[src/gne_pkg.sv]
// Shared types, codes, offset tables and helpers for the grid neighbour enumerator.
package gne_pkg;

    // Default limits for the top-level parameters.
    localparam int DEF_MAX_COLUMNS = 256;
    localparam int DEF_MAX_ROWS    = 256;
    localparam int DEF_MAX_RANGE   = 3;

    // Field and register widths.
    localparam int SIZE_W  = 9;
    localparam int ID_W    = 16;
    localparam int COORD_W = 8;
    localparam int TYPE_W  = 2;
    localparam int RANGE_W = 2;
    localparam int IDX_W   = 1;

    // Two-entry queue between the front and the back.
    localparam int QUEUE_DEPTH = 2;
    localparam int QPTR_W      = $clog2(QUEUE_DEPTH);

    // Reset value of both size registers.
    localparam logic [SIZE_W-1:0] SIZE_RESET = 9'd256;

    // Register indexes.
    localparam logic [IDX_W-1:0] REG_COLUMN_COUNT = 1'b0;
    localparam logic [IDX_W-1:0] REG_ROW_COUNT    = 1'b1;

    // Request types.
    localparam logic [TYPE_W-1:0] REQ_FOUR   = 2'd0;
    localparam logic [TYPE_W-1:0] REQ_EIGHT  = 2'd1;
    localparam logic [TYPE_W-1:0] REQ_WINDOW = 2'd2;
    localparam logic [TYPE_W-1:0] REQ_NONE   = 2'd3;

    // Neighbour offsets, two-bit two's complement.
    localparam logic [1:0] FOUR_DC [4]  = '{2'b00, 2'b00, 2'b01, 2'b11};
    localparam logic [1:0] FOUR_DR [4]  = '{2'b01, 2'b11, 2'b00, 2'b00};
    localparam logic [1:0] EIGHT_DC [8] = '{2'b11, 2'b00, 2'b01, 2'b11,
                                            2'b01, 2'b11, 2'b00, 2'b01};
    localparam logic [1:0] EIGHT_DR [8] = '{2'b11, 2'b11, 2'b11, 2'b00,
                                            2'b00, 2'b01, 2'b01, 2'b01};

    // One classified request waiting for enumeration.
    typedef struct packed {
        logic [TYPE_W-1:0]  req_type;
        logic [SIZE_W-1:0]  col;
        logic [SIZE_W-1:0]  row;
        logic [RANGE_W-1:0] range;
    } gne_item_t;

    typedef enum logic [1:0] {
        F_IDLE,
        F_DIV,
        F_PUSH
    } front_state_t;

    typedef enum logic [1:0] {
        B_IDLE,
        B_RUN,
        B_FLUSH
    } back_state_t;

    // A size of zero acts as one, a size above the limit acts as the limit.
    function automatic logic [SIZE_W-1:0] clamp_size(logic [SIZE_W-1:0] v, int maxv);
        logic [SIZE_W-1:0] res;
        if (v == '0)
        begin
            res = SIZE_W'(1);
        end
        else if (int'(v) > maxv)
        begin
            res = SIZE_W'(maxv);
        end
        else
        begin
            res = v;
        end
        return res;
    endfunction

endpackage

[src/gne_front.sv]
// Front part: accepts requests, splits the id into column and row, filters them.
module gne_front #(
    parameter int MAX_RANGE = gne_pkg::DEF_MAX_RANGE
) (
    input  logic                            clk,
    input  logic                            rst_n,
    input  logic                            start,
    output logic                            busy,
    input  logic [gne_pkg::TYPE_W-1:0]      req_type,
    input  logic [gne_pkg::ID_W-1:0]        cell_id,
    input  logic [gne_pkg::RANGE_W-1:0]     window_range,
    input  logic [gne_pkg::SIZE_W-1:0]      cols,
    input  logic [gne_pkg::SIZE_W-1:0]      rows,
    output logic                            push,
    output gne_pkg::gne_item_t              item,
    input  logic                            full
);
    import gne_pkg::*;

    localparam int STEP_W = 3;
    localparam logic [STEP_W-1:0] LAST_STEP = STEP_W'(ID_W / 2 - 1);

    front_state_t        state_reg, state_next;
    logic [STEP_W-1:0]   step_reg;
    logic [TYPE_W-1:0]   type_reg;
    logic [RANGE_W-1:0]  range_reg;
    logic [ID_W-1:0]     quo_reg;
    logic [SIZE_W-1:0]   rem_reg;
    logic [SIZE_W:0]     step1, step2;
    logic                accept;
    logic                item_ok;
    logic [RANGE_W-1:0]  range_sat;

    // One restoring division step: returns the new remainder and the quotient bit.
    function automatic logic [SIZE_W:0] div_step(logic [SIZE_W-1:0] rem_in, logic din,
                                                 logic [SIZE_W-1:0] dv);
        logic [SIZE_W:0] trial;
        logic [SIZE_W:0] res;
        trial = {rem_in, din};
        if (trial >= {1'b0, dv})
        begin
            res = {SIZE_W'(trial - {1'b0, dv}), 1'b1};
        end
        else
        begin
            res = {trial[SIZE_W-1:0], 1'b0};
        end
        return res;
    endfunction

    assign accept = start && (state_reg == F_IDLE);
    assign busy   = (state_reg != F_IDLE);

    // Two quotient bits per cycle.
    assign step1 = div_step(rem_reg, quo_reg[ID_W-1], cols);
    assign step2 = div_step(step1[SIZE_W:1], quo_reg[ID_W-2], cols);

    // A window radius above the limit acts as the limit.
    assign range_sat = (int'(window_range) > MAX_RANGE) ? RANGE_W'(MAX_RANGE) : window_range;

    // The id lies inside the grid when its row is below the row count.
    assign item_ok = (quo_reg < {{(ID_W-SIZE_W){1'b0}}, rows}) && (type_reg != REQ_NONE) &&
                     !((type_reg == REQ_WINDOW) && (range_reg == '0));

    assign item.req_type = type_reg;
    assign item.col      = rem_reg;
    assign item.row      = quo_reg[SIZE_W-1:0];
    assign item.range    = range_reg;

    // State register.
    always_ff @(posedge clk or negedge rst_n)
    begin
        if (!rst_n)
        begin
            state_reg <= F_IDLE;
        end
        else
        begin
            state_reg <= state_next;
        end
    end

    // Divider datapath.
    always_ff @(posedge clk)
    begin
        if (accept)
        begin
            quo_reg   <= cell_id;
            rem_reg   <= '0;
            step_reg  <= '0;
            type_reg  <= req_type;
            range_reg <= range_sat;
        end
        else if (state_reg == F_DIV)
        begin
            quo_reg  <= {quo_reg[ID_W-3:0], step1[0], step2[0]};
            rem_reg  <= step2[SIZE_W:1];
            step_reg <= step_reg + 1'b1;
        end
    end

    // Next state and queue push.
    always_comb
    begin
        state_next = state_reg;
        push       = 1'b0;
        case (state_reg)
            F_IDLE:
            begin
                if (start)
                begin
                    state_next = F_DIV;
                end
            end
            F_DIV:
            begin
                if (step_reg == LAST_STEP)
                begin
                    state_next = F_PUSH;
                end
            end
            F_PUSH:
            begin
                if (!item_ok)
                begin
                    state_next = F_IDLE;
                end
                else if (!full)
                begin
                    push       = 1'b1;
                    state_next = F_IDLE;
                end
            end
            default:
            begin
                state_next = F_IDLE;
            end
        endcase
    end

endmodule

[src/gne_queue.sv]
// Two-entry queue that decouples the front part from the back part.
module gne_queue (
    input  logic               clk,
    input  logic               rst_n,
    input  logic               push,
    input  gne_pkg::gne_item_t push_item,
    input  logic               pop,
    output gne_pkg::gne_item_t head,
    output logic               empty,
    output logic               full
);
    import gne_pkg::*;

    gne_item_t           entry_reg [QUEUE_DEPTH];
    logic [QPTR_W-1:0]   wr_ptr_reg;
    logic [QPTR_W-1:0]   rd_ptr_reg;
    logic [QPTR_W:0]     count_reg;

    assign empty = (count_reg == '0);
    assign full  = (count_reg == (QPTR_W+1)'(QUEUE_DEPTH));
    assign head  = entry_reg[rd_ptr_reg];

    // Pointers and fill count.
    always_ff @(posedge clk or negedge rst_n)
    begin
        if (!rst_n)
        begin
            wr_ptr_reg <= '0;
            rd_ptr_reg <= '0;
            count_reg  <= '0;
        end
        else
        begin
            if (push)
            begin
                wr_ptr_reg <= wr_ptr_reg + 1'b1;
            end
            if (pop)
            begin
                rd_ptr_reg <= rd_ptr_reg + 1'b1;
            end
            if (push && !pop)
            begin
                count_reg <= count_reg + 1'b1;
            end
            else if (pop && !push)
            begin
                count_reg <= count_reg - 1'b1;
            end
        end
    end

    // Entry storage.
    always_ff @(posedge clk)
    begin
        if (push)
        begin
            entry_reg[wr_ptr_reg] <= push_item;
        end
    end

endmodule

[src/gne_back.sv]
// Back part: walks the neighbour candidates of one request and emits those in the grid.
module gne_back (
    input  logic                          clk,
    input  logic                          rst_n,
    input  logic [gne_pkg::SIZE_W-1:0]    cols,
    input  logic [gne_pkg::SIZE_W-1:0]    rows,
    input  gne_pkg::gne_item_t            head,
    input  logic                          empty,
    output logic                          pop,
    output logic                          result_valid,
    output logic [gne_pkg::ID_W-1:0]      neighbour_id,
    output logic [gne_pkg::COORD_W-1:0]   neighbour_col,
    output logic [gne_pkg::COORD_W-1:0]   neighbour_row,
    output logic                          last
);
    import gne_pkg::*;

    localparam int CAND_W = SIZE_W + 2;
    localparam int PROD_W = 2 * SIZE_W;

    back_state_t         state_reg, state_next;
    logic [TYPE_W-1:0]   typ_reg;
    logic [SIZE_W-1:0]   col_reg, row_reg;
    logic [2:0]          k_reg;
    logic [SIZE_W-1:0]   c_reg, r_reg;
    logic [SIZE_W-1:0]   cmax_reg, rmin_reg, rmax_reg;
    logic                hold_valid_reg;
    logic [SIZE_W-1:0]   hold_col_reg, hold_row_reg;
    logic                result_valid_reg;
    logic                last_reg;
    logic [ID_W-1:0]     id_reg;
    logic [COORD_W-1:0]  ncol_reg, nrow_reg;

    logic [1:0]          dc, dr;
    logic [CAND_W-1:0]   cand_c, cand_r;
    logic                in_grid, is_centre, cand_ok, cand_final;
    logic                emit, emit_last;
    logic [SIZE_W-1:0]   rg;
    logic [SIZE_W:0]     csum, rsum;
    logic [SIZE_W-1:0]   cmin_load, cmax_load, rmin_load, rmax_load;
    logic [PROD_W-1:0]   id_full;

    // Clipped window bounds of the request at the head of the queue.
    assign rg        = {{(SIZE_W-RANGE_W){1'b0}}, head.range};
    assign csum      = {1'b0, head.col} + {1'b0, rg};
    assign rsum      = {1'b0, head.row} + {1'b0, rg};
    assign cmin_load = (head.col >= rg) ? head.col - rg : '0;
    assign rmin_load = (head.row >= rg) ? head.row - rg : '0;
    assign cmax_load = (csum >= {1'b0, cols}) ? cols - 1'b1 : csum[SIZE_W-1:0];
    assign rmax_load = (rsum >= {1'b0, rows}) ? rows - 1'b1 : rsum[SIZE_W-1:0];

    // Offset of the current candidate for the fixed neighbourhoods.
    always_comb
    begin
        case (typ_reg)
            REQ_FOUR:
            begin
                dc = FOUR_DC[k_reg[1:0]];
                dr = FOUR_DR[k_reg[1:0]];
            end
            REQ_EIGHT:
            begin
                dc = EIGHT_DC[k_reg];
                dr = EIGHT_DR[k_reg];
            end
            default:
            begin
                dc = 2'b00;
                dr = 2'b00;
            end
        endcase
    end

    // Current candidate position, its bounds check and whether it ends the walk.
    always_comb
    begin
        if (typ_reg == REQ_WINDOW)
        begin
            cand_c = {2'b00, c_reg};
            cand_r = {2'b00, r_reg};
        end
        else
        begin
            cand_c = {2'b00, col_reg} + {{SIZE_W{dc[1]}}, dc};
            cand_r = {2'b00, row_reg} + {{SIZE_W{dr[1]}}, dr};
        end
        in_grid   = !cand_c[CAND_W-1] && (cand_c[SIZE_W:0] < {1'b0, cols}) &&
                    !cand_r[CAND_W-1] && (cand_r[SIZE_W:0] < {1'b0, rows});
        is_centre = (typ_reg == REQ_WINDOW) && (c_reg == col_reg) && (r_reg == row_reg);
        cand_ok   = in_grid && !is_centre;
        case (typ_reg)
            REQ_FOUR:   cand_final = (k_reg == 3'd3);
            REQ_EIGHT:  cand_final = (k_reg == 3'd7);
            REQ_WINDOW: cand_final = (c_reg == cmax_reg) && (r_reg == rmax_reg);
            default:    cand_final = 1'b1;
        endcase
    end

    // Next state; a held result goes out once the next one is known, or at the end.
    always_comb
    begin
        state_next = state_reg;
        pop        = 1'b0;
        emit       = 1'b0;
        emit_last  = 1'b0;
        case (state_reg)
            B_IDLE:
            begin
                if (!empty)
                begin
                    pop        = 1'b1;
                    state_next = B_RUN;
                end
            end
            B_RUN:
            begin
                emit = cand_ok && hold_valid_reg;
                if (cand_final)
                begin
                    state_next = B_FLUSH;
                end
            end
            B_FLUSH:
            begin
                emit       = hold_valid_reg;
                emit_last  = 1'b1;
                state_next = B_IDLE;
            end
            default:
            begin
                state_next = B_IDLE;
            end
        endcase
    end

    // Control registers.
    always_ff @(posedge clk or negedge rst_n)
    begin
        if (!rst_n)
        begin
            state_reg        <= B_IDLE;
            hold_valid_reg   <= 1'b0;
            result_valid_reg <= 1'b0;
        end
        else
        begin
            state_reg        <= state_next;
            result_valid_reg <= emit;
            if (pop)
            begin
                hold_valid_reg <= 1'b0;
            end
            else if ((state_reg == B_RUN) && cand_ok)
            begin
                hold_valid_reg <= 1'b1;
            end
        end
    end

    // Walk counters and the held candidate.
    always_ff @(posedge clk)
    begin
        if (pop)
        begin
            typ_reg  <= head.req_type;
            col_reg  <= head.col;
            row_reg  <= head.row;
            k_reg    <= '0;
            cmax_reg <= cmax_load;
            rmin_reg <= rmin_load;
            rmax_reg <= rmax_load;
            c_reg    <= cmin_load;
            r_reg    <= rmin_load;
        end
        else if (state_reg == B_RUN)
        begin
            k_reg <= k_reg + 1'b1;
            if (r_reg == rmax_reg)
            begin
                r_reg <= rmin_reg;
                c_reg <= c_reg + 1'b1;
            end
            else
            begin
                r_reg <= r_reg + 1'b1;
            end
            if (cand_ok)
            begin
                hold_col_reg <= cand_c[SIZE_W-1:0];
                hold_row_reg <= cand_r[SIZE_W-1:0];
            end
        end
    end

    // Result register: row-major id of the held neighbour.
    assign id_full = PROD_W'(hold_row_reg) * PROD_W'(cols) + PROD_W'(hold_col_reg);

    always_ff @(posedge clk)
    begin
        if (emit)
        begin
            id_reg   <= id_full[ID_W-1:0];
            ncol_reg <= hold_col_reg[COORD_W-1:0];
            nrow_reg <= hold_row_reg[COORD_W-1:0];
            last_reg <= emit_last;
        end
    end

    assign result_valid  = result_valid_reg;
    assign neighbour_id  = id_reg;
    assign neighbour_col = ncol_reg;
    assign neighbour_row = nrow_reg;
    assign last          = result_valid_reg && last_reg;

endmodule

[src/grid_neighbour_enumerator.sv]
// Top level of the grid neighbour enumerator: size registers, front, queue and back.
//
//  Channel   Handshake                    Payload
//  -------   ---------------------------  ------------------------------------------
//  request   start & !busy                req_type, cell_id, window_range
//  result    result_valid (one cycle)     neighbour_id, neighbour_col, neighbour_row, last
//  config    cfg_we                       cfg_index, cfg_data
//
// After the request transfer the front runs the two-bit-per-cycle divider that splits the
// id into column and row, then hands the request to the two-entry queue or drops it if it
// fails the filter; busy stays high all the while, so the front holds one request at a time.
// The back loads a request, tests one candidate per cycle (4, 8 or up to 49) and closes it
// in a flush state; each result waits until the next is found so that last can be set.
// Reset sets both sizes to 256 and empties the queue; the front stalls only on a full queue.
module grid_neighbour_enumerator #(
    parameter int MAX_COLUMNS = gne_pkg::DEF_MAX_COLUMNS,
    parameter int MAX_ROWS    = gne_pkg::DEF_MAX_ROWS,
    parameter int MAX_RANGE   = gne_pkg::DEF_MAX_RANGE
) (
    input  logic                          clk,
    input  logic                          rst_n,
    input  logic                          start,
    output logic                          busy,
    input  logic [gne_pkg::TYPE_W-1:0]    req_type,
    input  logic [gne_pkg::ID_W-1:0]      cell_id,
    input  logic [gne_pkg::RANGE_W-1:0]   window_range,
    output logic                          result_valid,
    output logic [gne_pkg::ID_W-1:0]      neighbour_id,
    output logic [gne_pkg::COORD_W-1:0]   neighbour_col,
    output logic [gne_pkg::COORD_W-1:0]   neighbour_row,
    output logic                          last,
    input  logic                          cfg_we,
    input  logic [gne_pkg::IDX_W-1:0]     cfg_index,
    input  logic [gne_pkg::SIZE_W-1:0]    cfg_data
);
    import gne_pkg::*;

    logic [SIZE_W-1:0] column_count_reg;
    logic [SIZE_W-1:0] row_count_reg;
    logic [SIZE_W-1:0] cols, rows;
    logic              q_push, q_pop, q_empty, q_full;
    gne_item_t         q_in, q_head;

    // Size registers.
    always_ff @(posedge clk or negedge rst_n)
    begin
        if (!rst_n)
        begin
            column_count_reg <= SIZE_RESET;
            row_count_reg    <= SIZE_RESET;
        end
        else if (cfg_we)
        begin
            case (cfg_index)
                REG_COLUMN_COUNT: column_count_reg <= cfg_data;
                REG_ROW_COUNT:    row_count_reg    <= cfg_data;
                default:          ;
            endcase
        end
    end

    // Effective grid size.
    assign cols = clamp_size(column_count_reg, MAX_COLUMNS);
    assign rows = clamp_size(row_count_reg, MAX_ROWS);

    gne_front #(
        .MAX_RANGE (MAX_RANGE)
    ) u_front (
        .clk          (clk),
        .rst_n        (rst_n),
        .start        (start),
        .busy         (busy),
        .req_type     (req_type),
        .cell_id      (cell_id),
        .window_range (window_range),
        .cols         (cols),
        .rows         (rows),
        .push         (q_push),
        .item         (q_in),
        .full         (q_full)
    );

    gne_queue u_queue (
        .clk       (clk),
        .rst_n     (rst_n),
        .push      (q_push),
        .push_item (q_in),
        .pop       (q_pop),
        .head      (q_head),
        .empty     (q_empty),
        .full      (q_full)
    );

    gne_back u_back (
        .clk           (clk),
        .rst_n         (rst_n),
        .cols          (cols),
        .rows          (rows),
        .head          (q_head),
        .empty         (q_empty),
        .pop           (q_pop),
        .result_valid  (result_valid),
        .neighbour_id  (neighbour_id),
        .neighbour_col (neighbour_col),
        .neighbour_row (neighbour_row),
        .last          (last)
    );

`ifndef ASSERT_OFF
    // The front never pushes into a full queue.
    a_no_push_when_full: assert property (@(posedge clk) disable iff (!rst_n)
        q_push |-> !q_full)
        else $error("push into full queue");

    // The back never pops an empty queue.
    a_no_pop_when_empty: assert property (@(posedge clk) disable iff (!rst_n)
        q_pop |-> !q_empty)
        else $error("pop from empty queue");

    // An accepted request keeps the front busy in the next cycle.
    a_busy_after_accept: assert property (@(posedge clk) disable iff (!rst_n)
        (start && !busy) |=> busy)
        else $error("front not busy after accepting a request");

    // Every emitted column lies inside the grid.
    a_col_in_grid: assert property (@(posedge clk) disable iff (!rst_n)
        result_valid |-> ({1'b0, neighbour_col} < cols))
        else $error("neighbour column outside the grid");
`endif

endmodule
[config.mk]
export PLATFORM = sky130hd
export DESIGN_NAME = grid_neighbour_enumerator
export DESIGN_NICKNAME = d
export VERILOG_FILES = /design/src/gne_pkg.sv /design/src/gne_front.sv /design/src/gne_queue.sv /design/src/gne_back.sv /design/src/grid_neighbour_enumerator.sv
export SDC_FILE = /design/constraint.sdc
export NUM_CORES = 1
export LEC_CHECK = 0
export BUFFER_PORTS_ARGS = -buffer_cell sky130_fd_sc_hd__buf_2
export CORE_ASPECT_RATIO = 1.2
export CORE_MARGIN = 2
export CORE_UTILIZATION = 45
export CTS_CLUSTER_SIZE = 16
export DETAILED_ROUTE_END_ITERATION = 12
export MAX_ROUTING_LAYER = met4
export SYNTH_ARGS = -nofsm -noshare
export SYNTH_HDL_FRONTEND = slang
export SYNTH_HIERARCHICAL = 1
export SYNTH_SLANG_ARGS = --single-unit
[constraint.sdc]
create_clock -name clk -period 22.8 [get_ports clk]
set_input_delay 4.56 -clock clk [delete_from_list [all_inputs] [get_ports clk]]
set_output_delay 4.56 -clock clk [all_outputs]
set_load 0.01 [all_outputs]
==> reports/results.ini <==
[critical_path]
slowest_delay_ps=440
start_kind=flip-flop
cp.depth=3
path_buf_inv=2
reg2reg_depth=20
arrival_ps=1330
path_cells=nor2_1 -> inv_1 -> buf_2
critPathRequiredTime_ps=18240
startpoint=u_front/state_reg[0]
crit_type=flip-flop to output pin
cpMaxStageDelayCell=dfrtp_1
worstReg2RegStart=column_count_reg[8]
cp_max_fo=6
path_delay_family=flip-flops
end_kind=output pin

[worst_hold_path]
hold_start=u_back/hold_col_reg[0]
worstHoldPathType=flip-flop to flip-flop
min_path_cells=0

[place]
hpwl_mm=27.66
place_congestion=0.8858
io_buffers=68

[global_route]
busiest_layer=met2
grt_pass1_wl_mm=59.69
use_met3_pct=2.345
gr-usage-all-layers_pct=20.98
antenna_found_initial=0
met1_usage_pct=26.68
use_met2_pct=35.47
grt_max_degree=45
grt_pass1_vias=11290
grt_overflow=0

[cts]
cts_tree=built
cts_root_buf=clkbuf_16
cts_resized=0
postCtsHoldBufs=0
cts_buffers=25
h-tree-depth=1
clk_pin_slew_ps=60
cts_setup_buffers=0
cts_sinks=223
clk_latency_ps=560
clockBufferDepth=3

[timing]
fin_tns_setup_ps=0
setup_viol=0
slew_headroom_pct=24.78
hold_viol=0
fin_skew_ps=14.62
min_period_over_period_pct=25.85
worstMarginPinSlew_ps=1128
fmax_ghz=0.1697
rsz0062_at_grt=false
layout_min_cycle_time_ps=5893
finalMaxSlewViolations=0

[yosys]
synth.mux.area_fraction_pct=5.567
syn-cell-area_um2=15980
synth_top_family_by_area=adder cells
yosysMostFrequentCell=edfxtp_1
synth-simple-area-share_pct=12.53
syn_area_per_cell_um2=10.65
synth_fa_ha_area_share_pct=19.43
synth_area_leaders=edfxtp_1, ha_1, fa_1
ys_seq_elements=223
synthXorXnorAreaFrac_pct=7.125
yosys.area.top_type=edfxtp_1
netlist.area_leader.share_pct=33.82
synthFlopType=edfxtp_1
ys_seq_area_share_pct=40.10
syn_inst=1501
synth_compound_area_share_pct=9.779
synth_edf_count=180
yosysWarnings=6
synthTopCellsByCount=edfxtp_1, nand2_1, ha_1
async_flop_share_pct=12.56
post_synth_num_cell_types=70
synth_nets=1746

[layout]
fillers=3199
nets=1787
largest_reg_flops=44
layout-drive-gt1-share_pct=13.90
syn2layout_area_growth_pct=9.936
diodes=0
multi_input_area_um2=8731
seqCellArea_um2=6409

[detailed_routing]
drt_iter0_drc=604
via_count=11030
wl_mm=36.58
antenna_left=0
drc=0
dr.pass1.iters=5
via_per_inst=5.452
post_drt_wl_per_cell_um=18.08

[die]
die_w_um=176.0
initial_core_util_pct=45.66
ioPinCount=69
row_count=75
dieHeight_um=210.4
die_area_um2=37040
coreArea_um2=35000

[run]
max_cap_viol_count=0

[run_status]
outcome=finished clean

cells by family (layout without fill, tap and decap cells):
logic type	count (synthesis)	in the layout
xor gates and xnor gates	130	130
and+or+nand+nor	411	411
DFF	223	223
muxes	80	80
AOI/OAI and AO/OA	236	236
buffers and inverters	210	270
adders and majority gates	211	211
worst paths after layout:
path | endpoint | slack (ps)
worst min-delay path | u_back/neighbour_col[0] | 450
min in group asynchronous | u_back/state_reg[1] | 4040
max in group asynchronous | column_count_reg[3] | 18270
worst max register to register | u_back/neighbour_id[15] | 16940
worst min register to register | u_back/neighbour_col[0] | 450
worst max-delay path | busy | 16910
metrics by stage:
| step | worst slack [ps] | instances | hold slack (ps) | utilization, % | area (um^2) |
|---|---|---|---|---|---|
| after detailed placement | 16750 | 1977 | 443.9 | 47.70 | 16700 |
| after CTS | 16880 | 2023 | 456.5 | 50.19 | 17570 |
| after global placement | 16770 | 1977 | 445.6 | 47.70 | 16700 |
| after floorplan | 15410 | 1501 | 424.4 | - | 15980 |
| final | 16910 | 2023 | 454.7 | 50.19 | 17570 |
| after global routing | 16590 | 2023 | 461.6 | 50.19 | 17570 |
area by class of cell:
class | instances | area share, %
clock inverters | 14 | 0.9543
flip-flops and latches | 223 | 36.48
inverters | 142 | 3.034
repair buffers | 82 | 2.535
multi-input cells | 1068 | 49.70
well taps | 462 | 3.290
clock buffers | 32 | 4.010
per-layer routing:
layer	vias to the layer above	part of all wire (%)
met2	228	48
met1	5436	45
li1	5314	-
met3	51	3.9
met5	-	0
met4	0	2.6
layout by cell type, fill, tap and decap left out, types with 15 or more instances in the layout:
| cell | Yosys | routed |
|---|---|---|
| nand3_1 | 31 | 31 |
| mux2i_1 | 21 | 21 |
| nand2_1 | 151 | 151 |
| nand4_1 | 15 | 15 |
| dfrtp_1 | 26 | 26 |
| nor2b_1 | 20 | 19 |
| o21ai_0 | 45 | 45 |
| inv_1 | 141 | 140 |
| ha_1 | 149 | 149 |
| a21oi_1 | 59 | 59 |
| a21o_1 | 23 | 23 |
| nor2_1 | 79 | 79 |
| dfxtp_1 | 15 | 15 |
| mux2_2 | 55 | 55 |
| nor3_1 | 15 | 15 |
| edfxtp_1 | 180 | 180 |
| buf_2 | 2 | 68 |
| clkbuf_16 | 0 | 27 |
| xor2_1 | 64 | 64 |
| and2_1 | 32 | 32 |
| o21a_1 | 16 | 16 |
| a211oi_1 | 17 | 16 |
| xnor2_1 | 66 | 66 |
| nor4_1 | 16 | 16 |
| fa_1 | 62 | 62 |
worst register-to-register path, delay by kind of cell, from the launching register on:
family | cells | cell delay [ps]
flops | 1 | 490
compound gates | 7 | 1510
xor+xnor | 1 | 80
fa+ha+maj | 6 | 2570
buf+inv | 4 | 400
simple gates | 2 | 560
Power is not shown: default switching activity piles up to over one toggle a cycle in this logic, so the estimate is an artifact.
